[src/cts_pkg.sv]
`default_nettype none
package cts_pkg;

	// line counter width
	localparam int LINE_BITS = 16;

	// result queue
	localparam int RES_DEPTH = 4;
	localparam int RES_PTR_W = $clog2(RES_DEPTH);
	localparam int RES_CNT_W = $clog2(RES_DEPTH + 1);

	// result kinds
	localparam logic [1:0] KIND_LEX = 2'd0;
	localparam logic [1:0] KIND_TOK = 2'd1;
	localparam logic [1:0] KIND_ERR = 2'd2;

	// token types
	localparam logic [4:0] TOK_NONE   = 5'd0;
	localparam logic [4:0] TOK_ID     = 5'd1;
	localparam logic [4:0] TOK_INT    = 5'd2;
	localparam logic [4:0] TOK_CHAR   = 5'd3;
	localparam logic [4:0] TOK_STR    = 5'd4;
	localparam logic [4:0] TOK_PLUS   = 5'd5;
	localparam logic [4:0] TOK_MINUS  = 5'd6;
	localparam logic [4:0] TOK_STAR   = 5'd7;
	localparam logic [4:0] TOK_SLASH  = 5'd8;
	localparam logic [4:0] TOK_ASSIGN = 5'd9;
	localparam logic [4:0] TOK_EQ     = 5'd10;
	localparam logic [4:0] TOK_NE     = 5'd11;
	localparam logic [4:0] TOK_LT     = 5'd12;
	localparam logic [4:0] TOK_LE     = 5'd13;
	localparam logic [4:0] TOK_GT     = 5'd14;
	localparam logic [4:0] TOK_GE     = 5'd15;
	localparam logic [4:0] TOK_LAND   = 5'd16;
	localparam logic [4:0] TOK_LOR    = 5'd17;
	localparam logic [4:0] TOK_NOT    = 5'd18;
	localparam logic [4:0] TOK_LPAREN = 5'd19;
	localparam logic [4:0] TOK_RPAREN = 5'd20;
	localparam logic [4:0] TOK_LBRACK = 5'd21;
	localparam logic [4:0] TOK_RBRACK = 5'd22;
	localparam logic [4:0] TOK_LBRACE = 5'd23;
	localparam logic [4:0] TOK_RBRACE = 5'd24;
	localparam logic [4:0] TOK_COMMA  = 5'd25;
	localparam logic [4:0] TOK_SEMI   = 5'd26;
	localparam logic [4:0] TOK_END    = 5'd27;

	// error codes
	localparam logic [3:0] ERR_NONE       = 4'd0;
	localparam logic [3:0] ERR_BAD_CHAR   = 4'd0;
	localparam logic [3:0] ERR_LONE_AMP   = 4'd1;
	localparam logic [3:0] ERR_LONE_BAR   = 4'd2;
	localparam logic [3:0] ERR_INT_ALPHA  = 4'd3;
	localparam logic [3:0] ERR_CHC_FORMAT = 4'd4;
	localparam logic [3:0] ERR_CHC_UNPRT  = 4'd5;
	localparam logic [3:0] ERR_STR_OPEN   = 4'd6;
	localparam logic [3:0] ERR_STR_UNPRT  = 4'd7;
	localparam logic [3:0] ERR_COM_OPEN   = 4'd8;

	// one result item
	typedef struct packed {
		logic [1:0]           kind;
		logic [4:0]           token_type;
		logic [7:0]           char_value;
		logic [3:0]           error_code;
		logic [LINE_BITS-1:0] line_number;
		logic                 last_of_run;
	} res_t;

	// results produced by one accepted byte
	typedef struct packed {
		logic [1:0] count;
		res_t       r0;
		res_t       r1;
	} push_t;

endpackage
`default_nettype wire

[src/cts_in_if.sv]
`default_nettype none
interface cts_in_if;
	logic       valid;
	logic       ready;
	logic [7:0] char_code;

	modport source (output valid, output char_code, input ready);
	modport sink (input valid, input char_code, output ready);
endinterface
`default_nettype wire

[src/cts_out_if.sv]
`default_nettype none
interface cts_out_if;
	logic                          valid;
	logic                          ready;
	logic [1:0]                    result_kind;
	logic [4:0]                    token_type;
	logic [7:0]                    char_value;
	logic [3:0]                    error_code;
	logic [cts_pkg::LINE_BITS-1:0] line_number;
	logic                          last_of_run;

	modport source (output valid, output result_kind, output token_type, output char_value,
		output error_code, output line_number, output last_of_run, input ready);
	modport sink (input valid, input result_kind, input token_type, input char_value,
		input error_code, input line_number, input last_of_run, output ready);
endinterface
`default_nettype wire

[src/cts_scan.sv]
`default_nettype none
module cts_scan (
	input  wire logic          clk,
	input  wire logic          arst_n,
	input  wire logic          accept,
	input  wire logic [7:0]    char_code,
	output cts_pkg::push_t     push
);

	typedef enum logic [4:0] {
		ST_IDLE, ST_ID, ST_INT, ST_CH_OPEN, ST_CH_ESC, ST_CH_CLOSE, ST_STR,
		ST_SLASH, ST_LCOM, ST_BCOM, ST_BSTAR, ST_EQ, ST_BANG, ST_LT, ST_GT,
		ST_AMP, ST_BAR
	} state_t;

	localparam logic [cts_pkg::LINE_BITS-1:0] LINE_MAX = '1;
	localparam logic [cts_pkg::LINE_BITS-1:0] LINE_ONE = cts_pkg::LINE_BITS'(1);

	state_t                        state_q, state_n;
	logic [cts_pkg::LINE_BITS-1:0] line_q, line_n;

	// first part: result of the current state; second part: rescan from idle
	logic       a_v, b_v, rescan, bump, dec;
	logic [1:0] a_kind, b_kind;
	logic [4:0] a_tok, b_tok;
	logic [7:0] a_ch, b_ch;
	logic [3:0] a_err, b_err;
	logic       c_alpha, c_digit, c_space, c_print;
	logic [7:0] c;

	assign c       = char_code;
	assign c_alpha = (c >= 8'h41 && c <= 8'h5A) || (c >= 8'h61 && c <= 8'h7A);
	assign c_digit = c >= 8'h30 && c <= 8'h39;
	assign c_space = c == 8'h20 || (c >= 8'h09 && c <= 8'h0D);
	assign c_print = c >= 8'h20 && c <= 8'h7E;

	// next state and result decode
	always_comb begin
		a_v     = 1'b0;
		a_kind  = cts_pkg::KIND_LEX;
		a_tok   = cts_pkg::TOK_NONE;
		a_ch    = 8'd0;
		a_err   = cts_pkg::ERR_NONE;
		b_v     = 1'b0;
		b_kind  = cts_pkg::KIND_LEX;
		b_tok   = cts_pkg::TOK_NONE;
		b_ch    = 8'd0;
		b_err   = cts_pkg::ERR_NONE;
		rescan  = 1'b0;
		bump    = 1'b0;
		dec     = 1'b0;
		state_n = state_q;

		case (state_q)
			ST_ID: begin
				a_v = 1'b1;
				if (c_alpha || c_digit || c == 8'h5F) begin
					a_ch = c;
				end else begin
					a_kind = cts_pkg::KIND_TOK;
					a_tok  = cts_pkg::TOK_ID;
					rescan = 1'b1;
				end
			end
			ST_INT: begin
				a_v = 1'b1;
				if (c_digit) begin
					a_ch = c;
				end else if (c_alpha) begin
					a_kind  = cts_pkg::KIND_ERR;
					a_err   = cts_pkg::ERR_INT_ALPHA;
					state_n = ST_IDLE;
				end else begin
					a_kind = cts_pkg::KIND_TOK;
					a_tok  = cts_pkg::TOK_INT;
					rescan = 1'b1;
				end
			end
			ST_CH_OPEN: begin
				if (c == 8'h5C) begin
					state_n = ST_CH_ESC;
				end else if (c == 8'h27) begin
					a_v     = 1'b1;
					a_kind  = cts_pkg::KIND_ERR;
					a_err   = cts_pkg::ERR_CHC_FORMAT;
					state_n = ST_IDLE;
				end else if (c_print) begin
					a_v     = 1'b1;
					a_ch    = c;
					state_n = ST_CH_CLOSE;
				end else begin
					a_v     = 1'b1;
					a_kind  = cts_pkg::KIND_ERR;
					a_err   = cts_pkg::ERR_CHC_UNPRT;
					state_n = ST_IDLE;
				end
			end
			ST_CH_ESC: begin
				a_v = 1'b1;
				if (c == 8'h6E) begin
					a_ch    = 8'h0A;
					state_n = ST_CH_CLOSE;
				end else if (c == 8'h30) begin
					a_ch    = 8'h00;
					state_n = ST_CH_CLOSE;
				end else begin
					a_kind  = cts_pkg::KIND_ERR;
					a_err   = cts_pkg::ERR_CHC_FORMAT;
					state_n = ST_IDLE;
				end
			end
			ST_CH_CLOSE: begin
				a_v     = 1'b1;
				state_n = ST_IDLE;
				if (c == 8'h27) begin
					a_kind = cts_pkg::KIND_TOK;
					a_tok  = cts_pkg::TOK_CHAR;
				end else begin
					a_kind = cts_pkg::KIND_ERR;
					a_err  = cts_pkg::ERR_CHC_FORMAT;
				end
			end
			ST_STR: begin
				a_v = 1'b1;
				if (c == 8'h22) begin
					a_kind  = cts_pkg::KIND_TOK;
					a_tok   = cts_pkg::TOK_STR;
					state_n = ST_IDLE;
				end else if (c == 8'h00) begin
					a_kind  = cts_pkg::KIND_ERR;
					a_err   = cts_pkg::ERR_STR_OPEN;
					state_n = ST_IDLE;
				end else if (c_print) begin
					a_ch = c;
				end else begin
					a_kind  = cts_pkg::KIND_ERR;
					a_err   = cts_pkg::ERR_STR_UNPRT;
					state_n = ST_IDLE;
				end
			end
			ST_SLASH: begin
				if (c == 8'h2F) begin
					state_n = ST_LCOM;
				end else if (c == 8'h2A) begin
					state_n = ST_BCOM;
				end else begin
					a_v    = 1'b1;
					a_kind = cts_pkg::KIND_TOK;
					a_tok  = cts_pkg::TOK_SLASH;
					rescan = 1'b1;
				end
			end
			ST_LCOM: begin
				if (c == 8'h0A) begin
					bump    = 1'b1;
					state_n = ST_IDLE;
				end else if (c == 8'h00) begin
					rescan = 1'b1;
				end
			end
			ST_BCOM, ST_BSTAR: begin
				if (state_q == ST_BSTAR && c == 8'h2F) begin
					state_n = ST_IDLE;
				end else if (c == 8'h00) begin
					a_v     = 1'b1;
					a_kind  = cts_pkg::KIND_ERR;
					a_err   = cts_pkg::ERR_COM_OPEN;
					state_n = ST_IDLE;
				end else if (c == 8'h2A) begin
					state_n = ST_BSTAR;
				end else begin
					bump    = c == 8'h0A;
					state_n = ST_BCOM;
				end
			end
			ST_EQ, ST_BANG, ST_LT, ST_GT: begin
				a_v    = 1'b1;
				a_kind = cts_pkg::KIND_TOK;
				if (c == 8'h3D) begin
					state_n = ST_IDLE;
					case (state_q)
						ST_EQ:   a_tok = cts_pkg::TOK_EQ;
						ST_BANG: a_tok = cts_pkg::TOK_NE;
						ST_LT:   a_tok = cts_pkg::TOK_LE;
						default: a_tok = cts_pkg::TOK_GE;
					endcase
				end else begin
					rescan = 1'b1;
					case (state_q)
						ST_EQ:   a_tok = cts_pkg::TOK_ASSIGN;
						ST_BANG: a_tok = cts_pkg::TOK_NOT;
						ST_LT:   a_tok = cts_pkg::TOK_LT;
						default: a_tok = cts_pkg::TOK_GT;
					endcase
				end
			end
			ST_AMP: begin
				a_v     = 1'b1;
				state_n = ST_IDLE;
				if (c == 8'h26) begin
					a_kind = cts_pkg::KIND_TOK;
					a_tok  = cts_pkg::TOK_LAND;
				end else begin
					a_kind = cts_pkg::KIND_ERR;
					a_err  = cts_pkg::ERR_LONE_AMP;
				end
			end
			ST_BAR: begin
				a_v     = 1'b1;
				state_n = ST_IDLE;
				if (c == 8'h7C) begin
					a_kind = cts_pkg::KIND_TOK;
					a_tok  = cts_pkg::TOK_LOR;
				end else begin
					a_kind = cts_pkg::KIND_ERR;
					a_err  = cts_pkg::ERR_LONE_BAR;
				end
			end
			default: rescan = 1'b1;
		endcase

		// scan the byte from idle
		if (rescan) begin
			state_n = ST_IDLE;
			if (c_space) begin
				bump = c == 8'h0A;
			end else if (c_alpha || c_digit) begin
				b_v     = 1'b1;
				b_ch    = c;
				state_n = c_alpha ? ST_ID : ST_INT;
			end else begin
				b_v    = 1'b1;
				b_kind = cts_pkg::KIND_TOK;
				case (c)
					8'h27: begin b_v = 1'b0; state_n = ST_CH_OPEN; end
					8'h22: begin b_v = 1'b0; state_n = ST_STR; end
					8'h2F: begin b_v = 1'b0; state_n = ST_SLASH; end
					8'h3D: begin b_v = 1'b0; state_n = ST_EQ; end
					8'h26: begin b_v = 1'b0; state_n = ST_AMP; end
					8'h7C: begin b_v = 1'b0; state_n = ST_BAR; end
					8'h21: begin b_v = 1'b0; state_n = ST_BANG; end
					8'h3C: begin b_v = 1'b0; state_n = ST_LT; end
					8'h3E: begin b_v = 1'b0; state_n = ST_GT; end
					8'h2B: b_tok = cts_pkg::TOK_PLUS;
					8'h2D: b_tok = cts_pkg::TOK_MINUS;
					8'h2A: b_tok = cts_pkg::TOK_STAR;
					8'h28: b_tok = cts_pkg::TOK_LPAREN;
					8'h29: b_tok = cts_pkg::TOK_RPAREN;
					8'h5B: b_tok = cts_pkg::TOK_LBRACK;
					8'h5D: b_tok = cts_pkg::TOK_RBRACK;
					8'h7B: b_tok = cts_pkg::TOK_LBRACE;
					8'h7D: b_tok = cts_pkg::TOK_RBRACE;
					8'h2C: b_tok = cts_pkg::TOK_COMMA;
					8'h3B: b_tok = cts_pkg::TOK_SEMI;
					8'h00: begin
						dec   = 1'b1;
						b_tok = cts_pkg::TOK_END;
					end
					default: begin
						b_kind = cts_pkg::KIND_ERR;
						b_err  = cts_pkg::ERR_BAD_CHAR;
					end
				endcase
			end
		end
	end

	// line counter: saturating bump, end of input steps back but not below one
	always_comb begin
		line_n = line_q;
		if (bump && line_q != LINE_MAX) begin
			line_n = line_q + LINE_ONE;
		end else if (dec && line_q > LINE_ONE) begin
			line_n = line_q - LINE_ONE;
		end
	end

	// pack results: state part goes first, its results carry the old line
	always_comb begin
		push.count = {1'b0, a_v} + {1'b0, b_v};
		push.r0 = '{kind: a_kind, token_type: a_tok, char_value: a_ch, error_code: a_err,
			line_number: line_q, last_of_run: !b_v};
		push.r1 = '{kind: b_kind, token_type: b_tok, char_value: b_ch, error_code: b_err,
			line_number: line_n, last_of_run: 1'b1};
		if (!a_v) begin
			push.r0 = push.r1;
		end
		if (!accept) begin
			push.count = 2'd0;
		end
	end

	// scanner state and line counter
	always_ff @(posedge clk or negedge arst_n) begin
		if (!arst_n) begin
			state_q <= ST_IDLE;
			line_q  <= LINE_ONE;
		end else if (accept) begin
			state_q <= state_n;
			line_q  <= line_n;
		end
	end

endmodule
`default_nettype wire

[src/cts_res_fifo.sv]
`default_nettype none
module cts_res_fifo (
	input  wire logic            clk,
	input  wire logic            arst_n,
	input  wire cts_pkg::push_t  push,
	output logic                 room,
	output logic                 valid,
	input  wire logic            ready,
	output cts_pkg::res_t        head
);

	localparam logic [cts_pkg::RES_PTR_W-1:0] PTR_ONE = cts_pkg::RES_PTR_W'(1);
	localparam logic [cts_pkg::RES_CNT_W-1:0] ROOM_MAX = cts_pkg::RES_CNT_W'(cts_pkg::RES_DEPTH - 2);

	cts_pkg::res_t                   mem_q [cts_pkg::RES_DEPTH];
	logic [cts_pkg::RES_PTR_W-1:0]   wr_ptr_q, rd_ptr_q;
	logic [cts_pkg::RES_CNT_W-1:0]   count_q;
	logic                            pop;

	// new byte only when a two-result request still fits
	assign room  = count_q <= ROOM_MAX;
	assign valid = count_q != '0;
	assign head  = mem_q[rd_ptr_q];
	assign pop   = valid && ready;

	// result storage
	always_ff @(posedge clk) begin
		if (push.count != 2'd0) begin
			mem_q[wr_ptr_q] <= push.r0;
		end
		if (push.count == 2'd2) begin
			mem_q[wr_ptr_q + PTR_ONE] <= push.r1;
		end
	end

	// pointers and fill level
	always_ff @(posedge clk or negedge arst_n) begin
		if (!arst_n) begin
			wr_ptr_q <= '0;
			rd_ptr_q <= '0;
			count_q  <= '0;
		end else begin
			wr_ptr_q <= wr_ptr_q + cts_pkg::RES_PTR_W'(push.count);
			rd_ptr_q <= rd_ptr_q + cts_pkg::RES_PTR_W'(pop);
			count_q  <= count_q + cts_pkg::RES_CNT_W'(push.count) - cts_pkg::RES_CNT_W'(pop);
		end
	end

endmodule
`default_nettype wire

[src/c_like_token_scanner_top.sv]
`default_nettype none
// Token scanner for a small C-like language. One source byte is taken per request on chars
// (byte 0 marks end of input) and its results leave on results: lexeme characters, a
// token-complete item with the token type, or an error item with its code; the last result
// of each byte has last_of_run set. A byte is accepted every cycle while the four-entry
// result queue has two free entries, so up to one byte per cycle is taken; a byte
// that gives two results (a token closed by lookahead plus the start of the next) fills two
// queue entries, and the output side sets the pace when it stalls. The scanner automaton
// and line counter update in the accepting cycle; its results are written into the queue.
module c_like_token_scanner_top (
	input wire logic  clk,
	input wire logic  arst_n,
	cts_in_if.sink    chars,
	cts_out_if.source results
);

	cts_pkg::push_t push;
	cts_pkg::res_t  head;
	logic           room;
	logic           accept;

	assign chars.ready = room;
	assign accept      = chars.valid && room;

	// automaton and line counter
	cts_scan u_scan (
		.clk       (clk),
		.arst_n    (arst_n),
		.accept    (accept),
		.char_code (chars.char_code),
		.push      (push)
	);

	// result queue
	cts_res_fifo u_fifo (
		.clk    (clk),
		.arst_n (arst_n),
		.push   (push),
		.room   (room),
		.valid  (results.valid),
		.ready  (results.ready),
		.head   (head)
	);

	assign results.result_kind = head.kind;
	assign results.token_type  = head.token_type;
	assign results.char_value  = head.char_value;
	assign results.error_code  = head.error_code;
	assign results.line_number = head.line_number;
	assign results.last_of_run = head.last_of_run;

endmodule
`default_nettype wire

[src/flat_wrapper.sv]
// flat-port wrapper written by rule: the top's interface ports become plain ports
module c_like_token_scanner_top_flat 
  (clk, arst_n, chars_valid, chars_char_code, chars_ready, results_valid, results_result_kind, results_token_type, results_char_value, results_error_code, results_line_number, results_last_of_run, results_ready);
  cts_in_if chars_i ();
  cts_out_if results_i ();
  input wire logic clk;
  input wire logic arst_n;
  input wire logic [$bits(chars_i.valid)-1:0] chars_valid;
  input wire logic [$bits(chars_i.char_code)-1:0] chars_char_code;
  output wire logic [$bits(chars_i.ready)-1:0] chars_ready;
  output wire logic [$bits(results_i.valid)-1:0] results_valid;
  output wire logic [$bits(results_i.result_kind)-1:0] results_result_kind;
  output wire logic [$bits(results_i.token_type)-1:0] results_token_type;
  output wire logic [$bits(results_i.char_value)-1:0] results_char_value;
  output wire logic [$bits(results_i.error_code)-1:0] results_error_code;
  output wire logic [$bits(results_i.line_number)-1:0] results_line_number;
  output wire logic [$bits(results_i.last_of_run)-1:0] results_last_of_run;
  input wire logic [$bits(results_i.ready)-1:0] results_ready;
  assign chars_i.valid = chars_valid;
  assign chars_i.char_code = chars_char_code;
  assign chars_ready = chars_i.ready;
  assign results_valid = results_i.valid;
  assign results_result_kind = results_i.result_kind;
  assign results_token_type = results_i.token_type;
  assign results_char_value = results_i.char_value;
  assign results_error_code = results_i.error_code;
  assign results_line_number = results_i.line_number;
  assign results_last_of_run = results_i.last_of_run;
  assign results_i.ready = results_ready;
  c_like_token_scanner_top u_core (.clk(clk), .arst_n(arst_n), .chars(chars_i), .results(results_i));
endmodule
[config.mk]
export PLATFORM = sky130hd
export DESIGN_NAME = c_like_token_scanner_top_flat
export DESIGN_NICKNAME = d
export VERILOG_FILES = /design/src/cts_pkg.sv /design/src/cts_in_if.sv /design/src/cts_out_if.sv /design/src/cts_scan.sv /design/src/cts_res_fifo.sv /design/src/c_like_token_scanner_top.sv /design/src/flat_wrapper.sv
export SDC_FILE = /design/constraint.sdc
export NUM_CORES = 1
export LEC_CHECK = 0
export BUFFER_PORTS_ARGS = -buffer_cell sky130_fd_sc_hd__buf_2
export CAP_MARGIN = 0
export CORE_MARGIN = 1.5
export CORE_UTILIZATION = 32
export CTS_CLUSTER_DIAMETER = 200
export DETAILED_ROUTE_END_ITERATION = 8
export GPL_ROUTABILITY_DRIVEN = 0
export PLACE_DENSITY = 0.54
export SETUP_SLACK_MARGIN = 0.5
export SLEW_MARGIN = 20
export SYNTH_ARGS = -nofsm -noshare
export SYNTH_HDL_FRONTEND = slang
export SYNTH_SLANG_ARGS = --single-unit
[constraint.sdc]
create_clock -name clk -period 7.5 [get_ports clk]
set_input_delay 0.375 -clock clk [delete_from_list [all_inputs] [get_ports clk]]
set_output_delay 0.375 -clock clk [all_outputs]
set_load 0.03 [all_outputs]
==> flow_summary.ini <==
[outcome]
outcome = complete, no violations

[logic_synthesis]
ys_top_cells_by_area = edfxtp_1 (36%), mux4_2 (7.7%), dfrtp_1 (6.4%), a21oi_1 (4.1%), dfxtp_1 (3.8%)
ys.flop_type = edfxtp_1
netlist_area_um2 = 10500
yosys.cell_types.count = 99
synth_top_cell_by_area = edfxtp_1
synth_warnings = 0
synthArstFlopShare_pct = 16.3
synth_area_per_cell_um2 = 10.5
ys_seq_area_share_pct = 46.0
synth_top_area_share_pct = 35.5
synth-edff-count = 124
syn_inst = 999
ys_ff_latch = 172

[global_route]
grt_pass1_wl_um = 47600
grt_max_degree = 38
grt.total_usage_pct = 18.5
antenna_found_initial = 0
gr-total-overflow = 0
grt_pass1_vias = 7851

[pwr]
swShare_pct = 41.2
vdd_drop_max_uv = 195
combPwrFrac_pct = 42.0
seqPwrFrac_pct = 34.4
p_int_uw = 2180
power.density_nw_per_um2 = 321
power.share.clock_pct = 23.6
p_switching_uw = 1530
power.total_uw = 3710
p_leak_uw = 0.00376

[setup_path]
end_kind = flop
cp.required_ns = 7.61
critPathMaxStageDelay_ns = 0.78
path_max_fanout = 21
worstPathArrival_ns = 5.39
path_cells = a21boi_0, o21ai_0, o221a_4, nand3_2, and3_1, ha_1, nor2_1, nor2_1, nand2_1, nand2_1, buf_4
cpMaxStageDelayCell = dfrtp_1
path_delay_family = simple AND/OR/NAND/NOR gates
crit_type = flop to flop
crit_buf_inv = 1
start_kind = flop

[drt]
first_iter_violations = 835
wire_per_inst_um = 20.9
vias = 8343
firstDrtPassIters = 7
drcViolationCount = 0
viasPerCell = 5.74
routed_wl_um = 30400
ant_nets = 0

[layout]
final_cell_mix = edfxtp_1 (124), nand2_1 (97), a21oi_1 (85)
n_antenna_cell = 0
area_growth_pct = 10.1
layout-drive-gt1-share_pct = 17.7
mostFrequentLayoutCell = edfxtp_1
final_cells = 1453
nets = 1020

[floorplan]
die_x_um = 184
core_um2 = 32400
die-height_um = 184
fp-row-count = 66
dieArea_um2 = 33900
pin_count = 50
start_util_pct = 32.4

[timing]
setup_violations = 0
max_freq_ghz = 0.189
min_period_ns = 5.29
rsz0062_at_grt = false
hold_violations = 0
slew_violations = 0
fin_crit_sh_pct = 70.5
fin_skew_ns = 0.00955
maxSlewHeadroom_pct = 19.9
fin_tns_setup_ns = 0
tightestPinTransition_ns = 1.19

[clocking]
cts_htree_levels = 4
cts_setup_buffers = 0
clk_latency_ns = 0.44
cts_hold_buf = 1
clock-sinks = 172
cts_tree = yes
cts_resized = 0
clk_pin_slew_ns = 0.07
cts_buffer_depth = 2
cts-buffers-inserted = 17
cts-root-buf = clkbuf_16

[placed_design]
place_inst = 1420
port_buffers = 49
dp_hpwl_um = 20400

[min_path]
hp-class = input port to flop

[run]
cap_viol_max_count = 0
[metrics by stage]
step	instance area (um2)	worst slack (ns)	util (%)	hold slack [ns]
floorplan	10500	3.24	-	0.0794
global placement	11000	2.21	33.9	0.448
detailed placement	11000	2.09	33.9	0.454
CTS	11500	2.21	35.7	0.308
global route	11500	1.76	35.7	0.323
finish	11500	2.21	35.7	0.329
[state kept, by name, summed over array words and instances, names as in the netlist]
| name | flops |
|---|---|
| u_core.u_fifo.count_q | 3 |
| u_core.u_fifo.mem_q | 144 |
| u_core.u_fifo.rd_ptr_q | 2 |
| u_core.u_fifo.wr_ptr_q | 2 |
| u_core.u_scan.line_q | 16 |
| u_core.u_scan.state_q | 5 |
[logic make-up (layout without fill, tap and decap cells)]
family,after synthesis,after routing,synth area share [%]
simple gates,323,323,16.6
compound gates,322,322,21.1
flops,172,172,46.0
buf+inv,106,115,4.73
mux,41,41,8.23
xor+xnor,24,24,2.01
fa+ha+maj,10,10,1.27
other cells,1,4,0.0358
[worst min-delay path: cells and delay by family]
| family | cells | cell delay [ns] |
|---|---|---|
| adder cells (fa/ha/maj) | 1 | 0.13 |
| buffers and inverters | 1 | 0.07 |
| AND/OR/NAND/NOR | 1 | 0.16 |
[synth_stat cells, drive strengths merged (4+ instances only)]
| cell type | count |
|---|---|
| or2 | 8 |
| o221ai | 4 |
| inv | 22 |
| dfxtp | 20 |
| o2111ai | 5 |
| o31ai | 9 |
| o22ai | 33 |
| dfrtp | 27 |
| a21boi | 5 |
| a21o | 4 |
| o211ai | 4 |
| o21ai | 59 |
| nor2b | 15 |
| clkbuf | 54 |
| edfxtp | 124 |
| or3 | 5 |
| nand3 | 39 |
| nand2b | 33 |
| o21a | 4 |
| nand2 | 97 |
| a31oi | 51 |
| a21oi | 85 |
| buf | 29 |
| a31o | 5 |
| o22a | 7 |
| nor3 | 16 |
| a311oi | 18 |
| a211oi | 5 |
| ha | 9 |
| xnor2 | 21 |
| and2 | 10 |
| nor4 | 10 |
| and3 | 6 |
| mux4 | 36 |
| nand4 | 9 |
| nor2 | 49 |
[layout make-up]
class	count	area (um2)
Fill cell	3267	20800
Clock buffer	18	429
Multi-Input combinational cell	724	5170
Tap cell	442	553
Clock inverter	14	145
Inverter	23	86.3
Timing Repair Buffer	60	330
Sequential cell	172	4830
[layer usage]
metal | share of wire [%] | global-route usage, %
met3 | 5.5 | 2.79
met4 | 1.5 | 5.34
met1 | 48 | 27.1
met2 | 45 | 28.0
met5 | 0 | 0
[power groups by stage]
stage                     Combinational, uW  Sequential [uW]  Clock, uW
after global routing                   1680             1290        927
after global placement                 1560             1290          0
after floorplan                        1200             1240          0
final                                  1560             1280        876
after CTS                              1570             1280        892
after detailed placement               1570             1290          0
[path summary, 6_finish.rpt]
check | cells after the start | start | slack [ns] | endpoint
worst max register to register | 11 | u_core.u_scan.state_q[0]$_DFFE_PN0P_ | 2.21 | u_core.u_fifo.mem_q[2][14]$_DFFE_PP_
min in group asynchronous | 2 | arst_n | 0.53 | u_core.u_fifo.wr_ptr_q[1]$_DFF_PN0_
worst min register to register | 1 | u_core.u_fifo.mem_q[3][0]$_SDFFE_PP1N_ | 0.47 | u_core.u_fifo.mem_q[3][0]$_SDFFE_PP1N_
worst max-delay path | 11 | u_core.u_scan.state_q[0]$_DFFE_PN0P_ | 2.21 | u_core.u_fifo.mem_q[2][14]$_DFFE_PP_
worst min-delay path | 3 | results_ready | 0.33 | u_core.u_fifo.rd_ptr_q[0]$_DFF_PN0_
max in group asynchronous | 2 | arst_n | 6.43 | u_core.u_fifo.rd_ptr_q[0]$_DFF_PN0_
No activity file was read; power rests on OpenSTA's default activity.
